==> config.mk <==
export PLATFORM = sky130hd
export DESIGN_NAME = descriptor_range_allocator_flat
export DESIGN_NICKNAME = d
export VERILOG_FILES = /design/src/rtl/dra_pkg.sv /design/src/rtl/dra_req_if.sv /design/src/rtl/dra_rsp_if.sv /design/src/rtl/dra_datapath.sv /design/src/rtl/dra_controller.sv /design/src/rtl/descriptor_range_allocator.sv /design/src/flat_wrapper.sv
export SDC_FILE = /design/constraint.sdc
export NUM_CORES = 2
export LEC_CHECK = 0
export ABC_AREA = 0
export BUFFER_PORTS_ARGS = -buffer_cell sky130_fd_sc_hd__buf_4
export CAP_MARGIN = 20
export CORE_ASPECT_RATIO = 0.8
export CORE_MARGIN = 3
export CORE_UTILIZATION = 30
export DETAILED_ROUTE_END_ITERATION = 10
export HOLD_SLACK_MARGIN = 0.12
export SKIP_CTS_REPAIR_TIMING = 1
export SYNTH_ARGS = -nofsm -noshare
export SYNTH_HDL_FRONTEND = slang
export SYNTH_HIERARCHICAL = 1
export SYNTH_SLANG_ARGS = --single-unit
==> constraint.sdc <==
create_clock -name i_clk -period 18.08 [get_ports i_clk]
set_input_delay 2.712 -clock i_clk [delete_from_list [all_inputs] [get_ports i_clk]]
set_output_delay 2.712 -clock i_clk [all_outputs]
set_load 0.1 [all_outputs]
==> src/rtl/dra_pkg.sv <==
// Package for the descriptor range allocator: types, codes and fixed widths.
// Used by the response channel interface, the controller, the datapath and the top level.
package dra_pkg;

    localparam int STRIDE_W    = 9;
    localparam int COUNT_W     = 11;
    localparam int STATUS_W    = 2;
    localparam int SPAN_PROD_W = STRIDE_W + COUNT_W;
    localparam int CFG_IDX_W   = 2;

    localparam logic [CFG_IDX_W-1:0] CFG_HEAP_BASE   = 2'd0;
    localparam logic [CFG_IDX_W-1:0] CFG_SLOT_STRIDE = 2'd1;
    localparam logic [CFG_IDX_W-1:0] CFG_SLOT_COUNT  = 2'd2;

    localparam logic [STRIDE_W-1:0] STRIDE_RESET = 9'd32;
    localparam logic [COUNT_W-1:0]  COUNT_RESET  = 11'd1024;

    typedef enum logic [STATUS_W-1:0] {
        ST_OK    = 2'd0,
        ST_EMPTY = 2'd1,
        ST_FULL  = 2'd2
    } t_status;

    typedef enum logic [3:0] {
        S_IDLE,
        S_LOAD_MUL,
        S_LOAD_WR,
        S_START,
        S_RD,
        S_EVAL,
        S_DN_RD,
        S_DN_WR,
        S_UP_RD,
        S_UP_WR,
        S_DONE
    } t_state;

    typedef enum logic [2:0] {
        WR_NONE,
        WR_LOAD,
        WR_FRONT,
        WR_LO,
        WR_HI,
        WR_DN,
        WR_UP,
        WR_NEW
    } t_wr_sel;

    typedef enum logic [2:0] {
        IDX_HOLD,
        IDX_ONE,
        IDX_INC,
        IDX_DEC,
        IDX_COUNT
    } t_idx_op;

    typedef enum logic [1:0] {
        CNT_HOLD,
        CNT_LOAD,
        CNT_INC,
        CNT_DEC
    } t_cnt_op;

    typedef enum logic [1:0] {
        POS_HOLD,
        POS_IDX,
        POS_COUNT
    } t_pos_op;

    typedef struct packed {
        logic    accept;
        logic    load_start;
        logic    rd_en;
        logic    rd_prev;
        t_wr_sel wr_sel;
        t_idx_op idx_op;
        t_cnt_op cnt_op;
        t_pos_op pos_op;
        logic    grant_set;
        logic    st_set;
        t_status st_code;
        logic    out_load;
    } t_cmd;

    typedef struct packed {
        logic reload_pend;
        logic op_free;
        logic count_zero;
        logic count_full;
        logic idx_ge_count;
        logic next_last;
        logic idx_eq_pos;
        logic alloc_used;
        logic hit_lo;
        logic hit_hi;
        logic above_item;
        logic out_busy;
    } t_sts;

endpackage

==> src/rtl/dra_req_if.sv <==
// Request channel of the descriptor range allocator: valid, ready and request payload.
// Depends on nothing but its address width parameter.
interface dra_req_if #(
    parameter int ADDRESS_BITS = 48
) ();
    logic                    valid;
    logic                    ready;
    logic                    operation;
    logic [ADDRESS_BITS-1:0] slot_address;

    modport source (output valid, operation, slot_address, input ready);
    modport sink (input valid, operation, slot_address, output ready);
endinterface

==> src/rtl/dra_rsp_if.sv <==
// Response channel of the descriptor range allocator: valid, ready and result payload.
// Depends on dra_pkg for the status width.
interface dra_rsp_if #(
    parameter int ADDRESS_BITS = 48
) ();
    import dra_pkg::*;

    logic                    valid;
    logic                    ready;
    logic [ADDRESS_BITS-1:0] granted_address;
    logic [STATUS_W-1:0]     status;
    logic                    heap_empty;

    modport source (output valid, granted_address, status, heap_empty, input ready);
    modport sink (input valid, granted_address, status, heap_empty, output ready);
endinterface

==> src/rtl/dra_datapath.sv <==
// Datapath of the descriptor range allocator: configuration registers, range memory,
// walk index, range count and the output register. Depends on dra_pkg.
module dra_datapath #(
    parameter int ADDRESS_BITS = 48,
    parameter int MAX_RANGES   = 16
) (
    input  logic                                 i_clk,
    input  logic                                 i_rst_n,
    input  logic                                 i_cfg_we,
    input  logic [dra_pkg::CFG_IDX_W-1:0]        i_cfg_index,
    input  logic [ADDRESS_BITS-1:0]              i_cfg_data,
    input  logic                                 i_operation,
    input  logic [ADDRESS_BITS-1:0]              i_slot_address,
    input  dra_pkg::t_cmd                        i_cmd,
    output dra_pkg::t_sts                        o_sts,
    input  logic                                 i_rsp_ready,
    output logic                                 o_rsp_valid,
    output logic [ADDRESS_BITS-1:0]              o_granted_address,
    output logic [dra_pkg::STATUS_W-1:0]         o_status,
    output logic                                 o_heap_empty
);
    import dra_pkg::*;

    localparam int IDX_W = $clog2(MAX_RANGES);
    localparam int CNT_W = $clog2(MAX_RANGES + 1);
    localparam logic [CNT_W-1:0] MAX_CNT = CNT_W'(MAX_RANGES);

    logic [ADDRESS_BITS-1:0] r_heap_base;
    logic [STRIDE_W-1:0]     r_stride;
    logic [COUNT_W-1:0]      r_slot_count;
    logic                    r_pend;
    logic [ADDRESS_BITS-1:0] r_span;
    logic [CNT_W-1:0]        r_count;
    logic [CNT_W-1:0]        r_idx;
    logic [CNT_W-1:0]        r_pos;
    logic                    r_op;
    logic [ADDRESS_BITS-1:0] r_addr;
    logic [ADDRESS_BITS-1:0] r_above;
    logic [ADDRESS_BITS-1:0] r_rs;
    logic [ADDRESS_BITS-1:0] r_re;
    logic [ADDRESS_BITS-1:0] r_granted;
    t_status                 r_status;
    logic                    r_out_valid;
    logic [ADDRESS_BITS-1:0] r_out_granted;
    t_status                 r_out_status;
    logic                    r_out_empty;

    logic [ADDRESS_BITS-1:0] r_mem_start [MAX_RANGES];
    logic [ADDRESS_BITS-1:0] r_mem_end   [MAX_RANGES];

    logic [ADDRESS_BITS-1:0]             stride_ext;
    logic [SPAN_PROD_W-1:0]              span_prod;
    logic [ADDRESS_BITS+SPAN_PROD_W-1:0] span_wide;
    logic [CNT_W-1:0]                    idx_m1;
    logic [CNT_W:0]                      idx_p1;
    logic [IDX_W-1:0]                    rd_addr;
    logic                                wr_en;
    logic [IDX_W-1:0]                    wr_addr;
    logic [ADDRESS_BITS-1:0]             wr_start;
    logic [ADDRESS_BITS-1:0]             wr_end;
    logic                                cfg_hit;

    assign stride_ext = {{(ADDRESS_BITS-STRIDE_W){1'b0}}, r_stride};
    assign span_prod  = SPAN_PROD_W'(r_slot_count) * SPAN_PROD_W'(r_stride);
    assign span_wide  = {{ADDRESS_BITS{1'b0}}, span_prod};
    assign idx_m1     = r_idx - 1'b1;
    assign idx_p1     = {1'b0, r_idx} + 1'b1;
    assign rd_addr    = i_cmd.rd_prev ? idx_m1[IDX_W-1:0] : r_idx[IDX_W-1:0];
    assign cfg_hit    = i_cfg_we && (i_cfg_index == CFG_HEAP_BASE ||
                                     i_cfg_index == CFG_SLOT_STRIDE ||
                                     i_cfg_index == CFG_SLOT_COUNT);

    always_comb begin
        wr_en    = 1'b1;
        wr_addr  = r_idx[IDX_W-1:0];
        wr_start = r_rs;
        wr_end   = r_re;
        case (i_cmd.wr_sel)
            WR_LOAD: begin
                wr_addr  = '0;
                wr_start = r_heap_base;
                wr_end   = r_heap_base + r_span;
            end
            WR_FRONT: begin
                wr_start = r_rs + stride_ext;
            end
            WR_LO: begin
                wr_start = r_addr;
            end
            WR_HI: begin
                wr_end = r_re + stride_ext;
            end
            WR_DN: begin
                wr_addr = idx_m1[IDX_W-1:0];
            end
            WR_UP: begin
                wr_en = 1'b1;
            end
            WR_NEW: begin
                wr_addr  = r_pos[IDX_W-1:0];
                wr_start = r_addr;
                wr_end   = r_above;
            end
            default: begin
                wr_en = 1'b0;
            end
        endcase
    end

    always_ff @(posedge i_clk) begin
        if (wr_en) begin
            r_mem_start[wr_addr] <= wr_start;
            r_mem_end[wr_addr]   <= wr_end;
        end
        if (i_cmd.rd_en) begin
            r_rs <= r_mem_start[rd_addr];
            r_re <= r_mem_end[rd_addr];
        end
    end

    always_ff @(posedge i_clk) begin
        if (!i_rst_n) begin
            r_heap_base  <= '0;
            r_stride     <= STRIDE_RESET;
            r_slot_count <= COUNT_RESET;
            r_pend       <= 1'b1;
        end else begin
            if (i_cfg_we) begin
                case (i_cfg_index)
                    CFG_HEAP_BASE:   r_heap_base  <= i_cfg_data;
                    CFG_SLOT_STRIDE: r_stride     <= i_cfg_data[STRIDE_W-1:0];
                    CFG_SLOT_COUNT:  r_slot_count <= i_cfg_data[COUNT_W-1:0];
                    default:         r_heap_base  <= r_heap_base;
                endcase
            end
            if (cfg_hit) begin
                r_pend <= 1'b1;
            end else if (i_cmd.load_start) begin
                r_pend <= 1'b0;
            end
        end
    end

    always_ff @(posedge i_clk) begin
        if (i_cmd.load_start) begin
            r_span <= span_wide[ADDRESS_BITS-1:0];
        end
        if (i_cmd.accept) begin
            r_op    <= i_operation;
            r_addr  <= i_slot_address;
            r_above <= i_slot_address + stride_ext;
        end
        if (i_cmd.accept) begin
            r_granted <= '0;
        end else if (i_cmd.grant_set) begin
            r_granted <= r_rs;
        end
        if (i_cmd.accept) begin
            r_status <= ST_OK;
        end else if (i_cmd.st_set) begin
            r_status <= i_cmd.st_code;
        end
        case (i_cmd.pos_op)
            POS_IDX:   r_pos <= r_idx;
            POS_COUNT: r_pos <= r_count;
            default:   r_pos <= r_pos;
        endcase
        if (i_cmd.out_load) begin
            r_out_granted <= r_granted;
            r_out_status  <= r_status;
            r_out_empty   <= (r_count == '0);
        end
    end

    always_ff @(posedge i_clk) begin
        if (!i_rst_n) begin
            r_count     <= '0;
            r_idx       <= '0;
            r_out_valid <= 1'b0;
        end else begin
            case (i_cmd.cnt_op)
                CNT_LOAD: r_count <= (r_span != '0) ? CNT_W'(1) : '0;
                CNT_INC:  r_count <= r_count + 1'b1;
                CNT_DEC:  r_count <= r_count - 1'b1;
                default:  r_count <= r_count;
            endcase
            if (i_cmd.accept) begin
                r_idx <= '0;
            end else begin
                case (i_cmd.idx_op)
                    IDX_ONE:   r_idx <= CNT_W'(1);
                    IDX_INC:   r_idx <= idx_p1[CNT_W-1:0];
                    IDX_DEC:   r_idx <= idx_m1;
                    IDX_COUNT: r_idx <= r_count;
                    default:   r_idx <= r_idx;
                endcase
            end
            if (i_cmd.out_load) begin
                r_out_valid <= 1'b1;
            end else if (i_rsp_ready) begin
                r_out_valid <= 1'b0;
            end
        end
    end

    always_comb begin
        o_sts.reload_pend  = r_pend;
        o_sts.op_free      = r_op;
        o_sts.count_zero   = (r_count == '0);
        o_sts.count_full   = (r_count == MAX_CNT);
        o_sts.idx_ge_count = (r_idx >= r_count);
        o_sts.next_last    = (idx_p1 >= {1'b0, r_count});
        o_sts.idx_eq_pos   = (r_idx == r_pos);
        o_sts.alloc_used   = ((r_rs + stride_ext) == r_re);
        o_sts.hit_lo       = (r_rs == r_above);
        o_sts.hit_hi       = (r_re == r_addr);
        o_sts.above_item   = (r_rs > r_addr);
        o_sts.out_busy     = r_out_valid && !i_rsp_ready;
    end

    assign o_rsp_valid       = r_out_valid;
    assign o_granted_address = r_out_granted;
    assign o_status          = r_out_status;
    assign o_heap_empty      = r_out_empty;

endmodule

==> src/rtl/dra_controller.sv <==
// Controller of the descriptor range allocator: sequences reloads, range walks and
// table shifts through datapath commands. Depends on dra_pkg.
module dra_controller (
    input  logic          i_clk,
    input  logic          i_rst_n,
    input  logic          i_in_valid,
    input  dra_pkg::t_sts i_sts,
    output logic          o_in_ready,
    output dra_pkg::t_cmd o_cmd
);
    import dra_pkg::*;

    t_state r_state;
    t_state n_state;

    always_ff @(posedge i_clk) begin
        if (!i_rst_n) begin
            r_state <= S_IDLE;
        end else begin
            r_state <= n_state;
        end
    end

    always_comb begin
        n_state = r_state;
        case (r_state)
            S_IDLE: begin
                if (i_sts.reload_pend) begin
                    n_state = S_LOAD_MUL;
                end else if (i_in_valid) begin
                    n_state = S_START;
                end
            end
            S_LOAD_MUL: n_state = S_LOAD_WR;
            S_LOAD_WR:  n_state = S_IDLE;
            S_START: begin
                if (!i_sts.count_zero) begin
                    n_state = S_RD;
                end else if (i_sts.op_free) begin
                    n_state = S_UP_RD;
                end else begin
                    n_state = S_DONE;
                end
            end
            S_RD: n_state = S_EVAL;
            S_EVAL: begin
                if (!i_sts.op_free) begin
                    n_state = i_sts.alloc_used ? S_DN_RD : S_DONE;
                end else if (i_sts.hit_lo || i_sts.hit_hi) begin
                    n_state = S_DONE;
                end else if (i_sts.above_item || i_sts.next_last) begin
                    n_state = i_sts.count_full ? S_DONE : S_UP_RD;
                end else begin
                    n_state = S_RD;
                end
            end
            S_DN_RD: n_state = i_sts.idx_ge_count ? S_DONE : S_DN_WR;
            S_DN_WR: n_state = S_DN_RD;
            S_UP_RD: n_state = i_sts.idx_eq_pos ? S_DONE : S_UP_WR;
            S_UP_WR: n_state = S_UP_RD;
            S_DONE: begin
                if (!i_sts.out_busy) begin
                    n_state = S_IDLE;
                end
            end
            default: n_state = S_IDLE;
        endcase
    end

    always_comb begin
        o_cmd = '{
            accept:     1'b0,
            load_start: 1'b0,
            rd_en:      1'b0,
            rd_prev:    1'b0,
            wr_sel:     WR_NONE,
            idx_op:     IDX_HOLD,
            cnt_op:     CNT_HOLD,
            pos_op:     POS_HOLD,
            grant_set:  1'b0,
            st_set:     1'b0,
            st_code:    ST_OK,
            out_load:   1'b0
        };
        o_in_ready = 1'b0;
        case (r_state)
            S_IDLE: begin
                o_in_ready = !i_sts.reload_pend;
                if (i_sts.reload_pend) begin
                    o_cmd.load_start = 1'b1;
                end else if (i_in_valid) begin
                    o_cmd.accept = 1'b1;
                end
            end
            S_LOAD_WR: begin
                o_cmd.wr_sel = WR_LOAD;
                o_cmd.cnt_op = CNT_LOAD;
            end
            S_START: begin
                if (i_sts.count_zero) begin
                    if (i_sts.op_free) begin
                        o_cmd.pos_op = POS_COUNT;
                        o_cmd.idx_op = IDX_COUNT;
                    end else begin
                        o_cmd.st_set  = 1'b1;
                        o_cmd.st_code = ST_EMPTY;
                    end
                end
            end
            S_RD: begin
                o_cmd.rd_en = 1'b1;
            end
            S_EVAL: begin
                if (!i_sts.op_free) begin
                    o_cmd.grant_set = 1'b1;
                    if (i_sts.alloc_used) begin
                        o_cmd.idx_op = IDX_ONE;
                    end else begin
                        o_cmd.wr_sel = WR_FRONT;
                    end
                end else if (i_sts.hit_lo) begin
                    o_cmd.wr_sel = WR_LO;
                end else if (i_sts.hit_hi) begin
                    o_cmd.wr_sel = WR_HI;
                end else if (i_sts.above_item || i_sts.next_last) begin
                    if (i_sts.count_full) begin
                        o_cmd.st_set  = 1'b1;
                        o_cmd.st_code = ST_FULL;
                    end else begin
                        o_cmd.pos_op = i_sts.above_item ? POS_IDX : POS_COUNT;
                        o_cmd.idx_op = IDX_COUNT;
                    end
                end else begin
                    o_cmd.idx_op = IDX_INC;
                end
            end
            S_DN_RD: begin
                if (i_sts.idx_ge_count) begin
                    o_cmd.cnt_op = CNT_DEC;
                end else begin
                    o_cmd.rd_en = 1'b1;
                end
            end
            S_DN_WR: begin
                o_cmd.wr_sel = WR_DN;
                o_cmd.idx_op = IDX_INC;
            end
            S_UP_RD: begin
                if (i_sts.idx_eq_pos) begin
                    o_cmd.wr_sel = WR_NEW;
                    o_cmd.cnt_op = CNT_INC;
                end else begin
                    o_cmd.rd_en   = 1'b1;
                    o_cmd.rd_prev = 1'b1;
                end
            end
            S_UP_WR: begin
                o_cmd.wr_sel = WR_UP;
                o_cmd.idx_op = IDX_DEC;
            end
            S_DONE: begin
                o_cmd.out_load = !i_sts.out_busy;
            end
            default: begin
                o_in_ready = 1'b0;
            end
        endcase
    end

endmodule

==> src/rtl/descriptor_range_allocator.sv <==
// Descriptor range allocator: keeps an ordered table of up to MAX_RANGES free slot
// ranges in a single-port memory and serves allocate and free requests one at a time,
// one response beat per request beat. The walk over the table and the shift that
// inserts or drops a range read the range memory through one registered read port,
// each entry read before it is evaluated or written. A response is loaded only once
// the previous one has been taken, and the next request is taken only when the
// controller is back in its idle state. Reset and every write to the heap base, slot
// stride or slot count register reload the table as one range over the whole heap
// (an empty table when that span is zero); no request is taken meanwhile. A finished
// response waits in an output register while the next request is already being
// worked on. Depends on dra_pkg, dra_req_if, dra_rsp_if, dra_controller and
// dra_datapath.
module descriptor_range_allocator #(
    parameter int ADDRESS_BITS = 48,
    parameter int MAX_RANGES   = 16
) (
    input  logic                          i_clk,
    input  logic                          i_rst_n,
    input  logic                          i_cfg_we,
    input  logic [dra_pkg::CFG_IDX_W-1:0] i_cfg_index,
    input  logic [ADDRESS_BITS-1:0]       i_cfg_data,
    dra_req_if.sink                       i_req,
    dra_rsp_if.source                     o_rsp
);
    import dra_pkg::*;

    t_cmd cmd;
    t_sts sts;
    logic in_ready;

    dra_controller u_ctrl (
        .i_clk      (i_clk),
        .i_rst_n    (i_rst_n),
        .i_in_valid (i_req.valid),
        .i_sts      (sts),
        .o_in_ready (in_ready),
        .o_cmd      (cmd)
    );

    dra_datapath #(
        .ADDRESS_BITS (ADDRESS_BITS),
        .MAX_RANGES   (MAX_RANGES)
    ) u_dp (
        .i_clk             (i_clk),
        .i_rst_n           (i_rst_n),
        .i_cfg_we          (i_cfg_we),
        .i_cfg_index       (i_cfg_index),
        .i_cfg_data        (i_cfg_data),
        .i_operation       (i_req.operation),
        .i_slot_address    (i_req.slot_address),
        .i_cmd             (cmd),
        .o_sts             (sts),
        .i_rsp_ready       (o_rsp.ready),
        .o_rsp_valid       (o_rsp.valid),
        .o_granted_address (o_rsp.granted_address),
        .o_status          (o_rsp.status),
        .o_heap_empty      (o_rsp.heap_empty)
    );

    assign i_req.ready = in_ready;

    a_ready_no_reload: assert property (@(posedge i_clk) disable iff (!i_rst_n)
        in_ready |-> !sts.reload_pend)
        else $error("request taken while a table reload is pending");

    a_full_not_empty: assert property (@(posedge i_clk) disable iff (!i_rst_n)
        (o_rsp.valid && o_rsp.status == ST_FULL) |-> !o_rsp.heap_empty)
        else $error("table full reported together with an empty heap");

    a_empty_no_grant: assert property (@(posedge i_clk) disable iff (!i_rst_n)
        (o_rsp.valid && o_rsp.status == ST_EMPTY) |->
            (o_rsp.granted_address == '0 && o_rsp.heap_empty))
        else $error("empty response carries an address or a nonempty heap");

    a_single_beat_out: assert property (@(posedge i_clk) disable iff (!i_rst_n)
        cmd.out_load |-> !(o_rsp.valid && !o_rsp.ready))
        else $error("response register overwritten before its beat was taken");

endmodule

==> src/flat_wrapper.sv <==
// flat-port wrapper written by rule: the top's interface ports become plain ports
module descriptor_range_allocator_flat import dra_pkg::*;
#(
    parameter int ADDRESS_BITS = 48,
    parameter int MAX_RANGES   = 16
)
  (i_clk, i_rst_n, i_cfg_we, i_cfg_index, i_cfg_data, i_req_valid, i_req_operation, i_req_slot_address, i_req_ready, o_rsp_valid, o_rsp_granted_address, o_rsp_status, o_rsp_heap_empty, o_rsp_ready);
  dra_req_if #(.ADDRESS_BITS(ADDRESS_BITS)) i_req_i ();
  dra_rsp_if #(.ADDRESS_BITS(ADDRESS_BITS)) o_rsp_i ();
  input  logic i_clk;
  input  logic i_rst_n;
  input  logic i_cfg_we;
  input  logic [dra_pkg::CFG_IDX_W-1:0] i_cfg_index;
  input  logic [ADDRESS_BITS-1:0] i_cfg_data;
  input wire logic [$bits(i_req_i.valid)-1:0] i_req_valid;
  input wire logic [$bits(i_req_i.operation)-1:0] i_req_operation;
  input wire logic [$bits(i_req_i.slot_address)-1:0] i_req_slot_address;
  output wire logic [$bits(i_req_i.ready)-1:0] i_req_ready;
  output wire logic [$bits(o_rsp_i.valid)-1:0] o_rsp_valid;
  output wire logic [$bits(o_rsp_i.granted_address)-1:0] o_rsp_granted_address;
  output wire logic [$bits(o_rsp_i.status)-1:0] o_rsp_status;
  output wire logic [$bits(o_rsp_i.heap_empty)-1:0] o_rsp_heap_empty;
  input wire logic [$bits(o_rsp_i.ready)-1:0] o_rsp_ready;
  assign i_req_i.valid = i_req_valid;
  assign i_req_i.operation = i_req_operation;
  assign i_req_i.slot_address = i_req_slot_address;
  assign i_req_ready = i_req_i.ready;
  assign o_rsp_valid = o_rsp_i.valid;
  assign o_rsp_granted_address = o_rsp_i.granted_address;
  assign o_rsp_status = o_rsp_i.status;
  assign o_rsp_heap_empty = o_rsp_i.heap_empty;
  assign o_rsp_i.ready = o_rsp_ready;
  descriptor_range_allocator #(.ADDRESS_BITS(ADDRESS_BITS), .MAX_RANGES(MAX_RANGES)) u_core (.i_clk(i_clk), .i_rst_n(i_rst_n), .i_cfg_we(i_cfg_we), .i_cfg_index(i_cfg_index), .i_cfg_data(i_cfg_data), .i_req(i_req_i), .o_rsp(o_rsp_i));
endmodule
==> results.rst <==
.. list-table::
   :header-rows: 1

   * - Metric
     - Value
   * - Run status
     - finished clean
   * - Beginning of the worst register-to-register path
     - u_core/u_dp/r_stride[1]
   * - Share of the synthesized area in compound gates (AO/OA/AOI/OAI)
     - 4.95%
   * - Number of buffers inserted by port buffering
     - 156
   * - Inserted Clock Buffers
     - 194
   * - Hold crit path type
     - flop to flop
   * - Die Ht
     - 485 um
   * - Count of endpoints failing hold in the final timing report
     - 0
   * - Cell variety after synth
     - 90
   * - Post-synthesis mux area share
     - 13.6%
   * - Post-detailed-placement cell area
     - 92300 um2
   * - Static Leak
     - 0.0332 uW
   * - Setup tns final
     - 0 ns
   * - Data arrival time of the worst path
     - 9.24 ns
   * - Mean routed wirelength per cell
     - 29.0 um
   * - Worst rel slew slack
     - 18.3%
   * - Mapped Avg Cell Area
     - 16.5 um2
   * - Proportion of synthesized chip area in sequential cells
     - 66.2%
   * - Worst clock skew
     - 0.101 ns
   * - Synthesized netlist net count
     - 5538
   * - Violation count after the first detailed-routing iteration
     - 6735
   * - Highest ir drop seen on vdd
     - 0.000113 V
   * - Clock tree from TritonCTS
     - done
   * - Synthesized-area fraction occupied by adder cells
     - 3.81%
   * - Reported max-cap violation count
     - 0
   * - Count of state elements after synthesis
     - 1939
   * - HPWL after DPL
     - 182 mm
   * - Final worst path period need
     - 8.78 ns
   * - Average vias per placed instance
     - 5.39
   * - Largest cells by area after synthesis
     - sky130_fd_sc_hd__edfxtp_1 (63%), sky130_fd_sc_hd__mux4_2 (13%), sky130_fd_sc_hd__dfxtp_1 (3.1%)
   * - Power after layout
     - 13100 uW
   * - Number of remaining DRC errors
     - 0
   * - Clk Tree Root Cell
     - sky130_fd_sc_hd__clkbuf_16
   * - Non-filler instance count after layout
     - 9404
   * - Starting density of the core
     - 30.2%
   * - Xor and xnor area share after synthesis
     - 3.07%
   * - Simple-Gate Fraction of Synth Area
     - 6.05%
   * - Area grow syn2layout
     - 14.8%
   * - Number of synthesized flops with an enable pin
     - 1805
   * - FFs w/ async S/R, synth
     - 0%
   * - Number of sinks on the clock net
     - 1939
   * - Area of the die
     - 293000 um2
   * - Setup repair after global routing missed its margin
     - no
   * - Number of top-level pins
     - 157
   * - Maximum number of pins on one net before global-route repair
     - 116
   * - Critical Path Sink Type
     - flop
   * - Count of nets after finishing
     - 5769
   * - Hold path startpoint
     - u_core/u_dp/r_granted[36]
   * - Gpl congestion
     - 0.964
   * - Summed instance area of the synthesized netlist
     - 85900 um2
   * - Post-route ant nets
     - 0
   * - DP Cell Count
     - 9031
   * - Final slew viol count
     - 0
   * - H-tree depth
     - 4
   * - First-pass GRT wire length
     - 382 mm
   * - Peak fanout along the critical path
     - 28
   * - Synthesis Warnings
     - 6
   * - Antenna violations before repair
     - 32
   * - Floorplan core area
     - 285000 um2
   * - Maximum achievable frequency
     - 114 MHz
   * - Final Cycle Share
     - 48.6%
   * - Data required, critical path
     - 18.54 ns
   * - Top-area cell type share of the netlist area
     - 63.1%
   * - Slew of the pin with the lowest slew margin
     - 1.23 ns
   * - Dominant combinational cell family by area after synthesis
     - multiplexers
   * - Layout cell share with drive strength beyond 1
     - 21.1%
   * - Synthesized instance count
     - 5214
   * - Clock transition at the register clock pins on the worst setup and hold paths after CTS
     - 0.06 ns
   * - Cell area after layout
     - 98700 um2
   * - Vias
     - 50700
   * - Startpoint-to-endpoint class of the critical path
     - flop to flop
   * - Power per unit of standard cell area
     - 133 nW/um2
   * - Critical path origin
     - u_core/u_dp/r_stride[1]
   * - Maximum buffer depth of the clock tree
     - 4
   * - GR Overflow Total
     - 0
   * - Number of endpoints failing setup at the final stage
     - 0
   * - Via count of the first global-routing pass
     - 49000
   * - Leading register cell type out of synthesis
     - sky130_fd_sc_hd__edfxtp_1
   * - Skew-Pair Late Insertion Delay
     - 0.90 ns
   * - Global router's overall resource usage
     - 18.2%
   * - Sum of routed wire length over all layers
     - 273 mm
   * - CP Launch Type
     - flop
   * - Iteration count of the initial detailed-routing pass
     - 6
   * - Chip width
     - 604 um
   * - Cell Rows
     - 175
   * - Top cell type by total area after synthesis
     - sky130_fd_sc_hd__edfxtp_1
where the power goes:
group          switching, uW  internal [uW]
registers                284           5800
logic                   1960           1080
clock network           1740           2270
layout make-up:
cell class / instances / area (um2)
clock inverter: 110 / 1090
timing repair buffer: 341 / 2690
fill: 26900 / 186000
sequential: 1939 / 56900
multi-input combinational: 2772 / 27400
clock buffer: 233 / 5090
inverter: 197 / 739
antenna: 7 / 17.5
tap: 3805 / 4760
through the flow:
stage               hold slack [ns]  util [%]  worst slack, ns
floorplan                     0.408         -             8.71
global placement              0.418      32.4             8.85
detailed placement            0.430      32.4             9.03
CTS                           0.441      34.6             9.03
global route                  0.448      34.7             8.96
finish                        0.441      34.7             9.30
routing by layer:
metal | wire [um] | global-route usage, % | part of all wire, % | vias to the layer above
met5 | 33 | 0 | 0.012 | -
li1 | - | - | - | 20900
met2 | 126000 | 28.2 | 46 | 2597
met4 | 7730 | 4.99 | 2.8 | 4
met1 | 116000 | 26.0 | 43 | 26700
met3 | 23100 | 3.57 | 8.5 | 470
flip-flops by register name (all words and copies together), names as in the netlist, 4 cells and up:
name                           flops
u_core/u_ctrl/r_state              4
u_core/u_dp/o_granted_address     48
u_core/u_dp/r_above               48
u_core/u_dp/r_addr                48
u_core/u_dp/r_count                5
u_core/u_dp/r_granted             48
u_core/u_dp/r_heap_base           48
u_core/u_dp/r_idx                  5
u_core/u_dp/r_mem_end            768
u_core/u_dp/r_mem_start          768
u_core/u_dp/r_pos                  5
u_core/u_dp/r_re                  48
u_core/u_dp/r_rs                  48
u_core/u_dp/r_slot_count          11
u_core/u_dp/r_span                20
u_core/u_dp/r_stride               9
cell usage in the layout, fill, tap and decap left out, types with 58 or more instances in the layout:
cell,count
sky130_fd_sc_hd__xor2_1,176
sky130_fd_sc_hd__inv_1,195
sky130_fd_sc_hd__clkbuf_16,196
sky130_fd_sc_hd__xnor2_1,120
sky130_fd_sc_hd__edfxtp_1,1805
sky130_fd_sc_hd__nor2_1,187
sky130_fd_sc_hd__mux2i_1,83
sky130_fd_sc_hd__nand3_1,86
sky130_fd_sc_hd__o21ai_0,114
sky130_fd_sc_hd__ha_1,151
sky130_fd_sc_hd__fa_1,69
sky130_fd_sc_hd__nand2_1,288
sky130_fd_sc_hd__buf_4,327
sky130_fd_sc_hd__a21oi_1,154
sky130_fd_sc_hd__o22ai_1,92
sky130_fd_sc_hd__and2_1,66
sky130_fd_sc_hd__nor3_1,62
sky130_fd_sc_hd__dfxtp_1,134
sky130_fd_sc_hd__mux4_2,480
sky130_fd_sc_hd__a21boi_0,58
Yosys cell counts (all sizes together) (67+ instances only):
cell / number
nand2: 291
and2: 67
ha: 151
dfxtp: 134
mux4: 480
clkbuf: 243
inv: 196
xor2: 178
o22ai: 93
o21ai: 120
nor2: 208
fa: 69
nand3: 88
a21oi: 161
edfxtp: 1805
mux2i: 83
xnor2: 121
worst paths after layout:
check / end / depth (start not counted) / slack, ns
worst min-delay path: u_core/u_dp/o_granted_address[36] / 0 / 0.44
worst max register to register: u_core/u_dp/r_mem_start[3][45] / 26 / 9.30
worst max-delay path: u_core/u_dp/r_mem_start[3][45] / 26 / 9.30
worst min register to register: u_core/u_dp/o_granted_address[36] / 0 / 0.44
critical path, cell delays in order, from the launching register on:
cell and delay, ns:
sky130_fd_sc_hd__dfxtp_1 0.95, sky130_fd_sc_hd__ha_1 0.26, sky130_fd_sc_hd__a21o_1 0.11, sky130_fd_sc_hd__a21oi_1 0.12
sky130_fd_sc_hd__o21ai_0 0.45, sky130_fd_sc_hd__a31oi_1 0.15, sky130_fd_sc_hd__buf_4 0.21, sky130_fd_sc_hd__or4_1 0.58
sky130_fd_sc_hd__nor4_1 0.66, sky130_fd_sc_hd__and3_1 0.27, sky130_fd_sc_hd__a2111oi_0 0.07, sky130_fd_sc_hd__nand4_1 0.12
sky130_fd_sc_hd__nor4b_2 0.07, sky130_fd_sc_hd__buf_4 0.21, sky130_fd_sc_hd__and2b_1 0.21, sky130_fd_sc_hd__o31ai_1 0.21
sky130_fd_sc_hd__a21oi_1 0.12, sky130_fd_sc_hd__nor2_2 0.12, sky130_fd_sc_hd__buf_4 0.36, sky130_fd_sc_hd__clkinv_1 0.49
sky130_fd_sc_hd__nand2_1 0.19, sky130_fd_sc_hd__o21ai_0 0.09, sky130_fd_sc_hd__a22oi_1 0.35, sky130_fd_sc_hd__nand2_1 0.32
sky130_fd_sc_hd__nor2_4 0.54, sky130_fd_sc_hd__buf_4 0.48, sky130_fd_sc_hd__buf_4 0.55
logic make-up after synthesis:
kind of cell / Yosys count
flops: 1939
simple gates: 1027
compound gates: 656
mux: 569
buf+inv: 503
xor+xnor: 300
fa+ha+maj: 220
No activity file was read; power rests on OpenSTA's default activity.
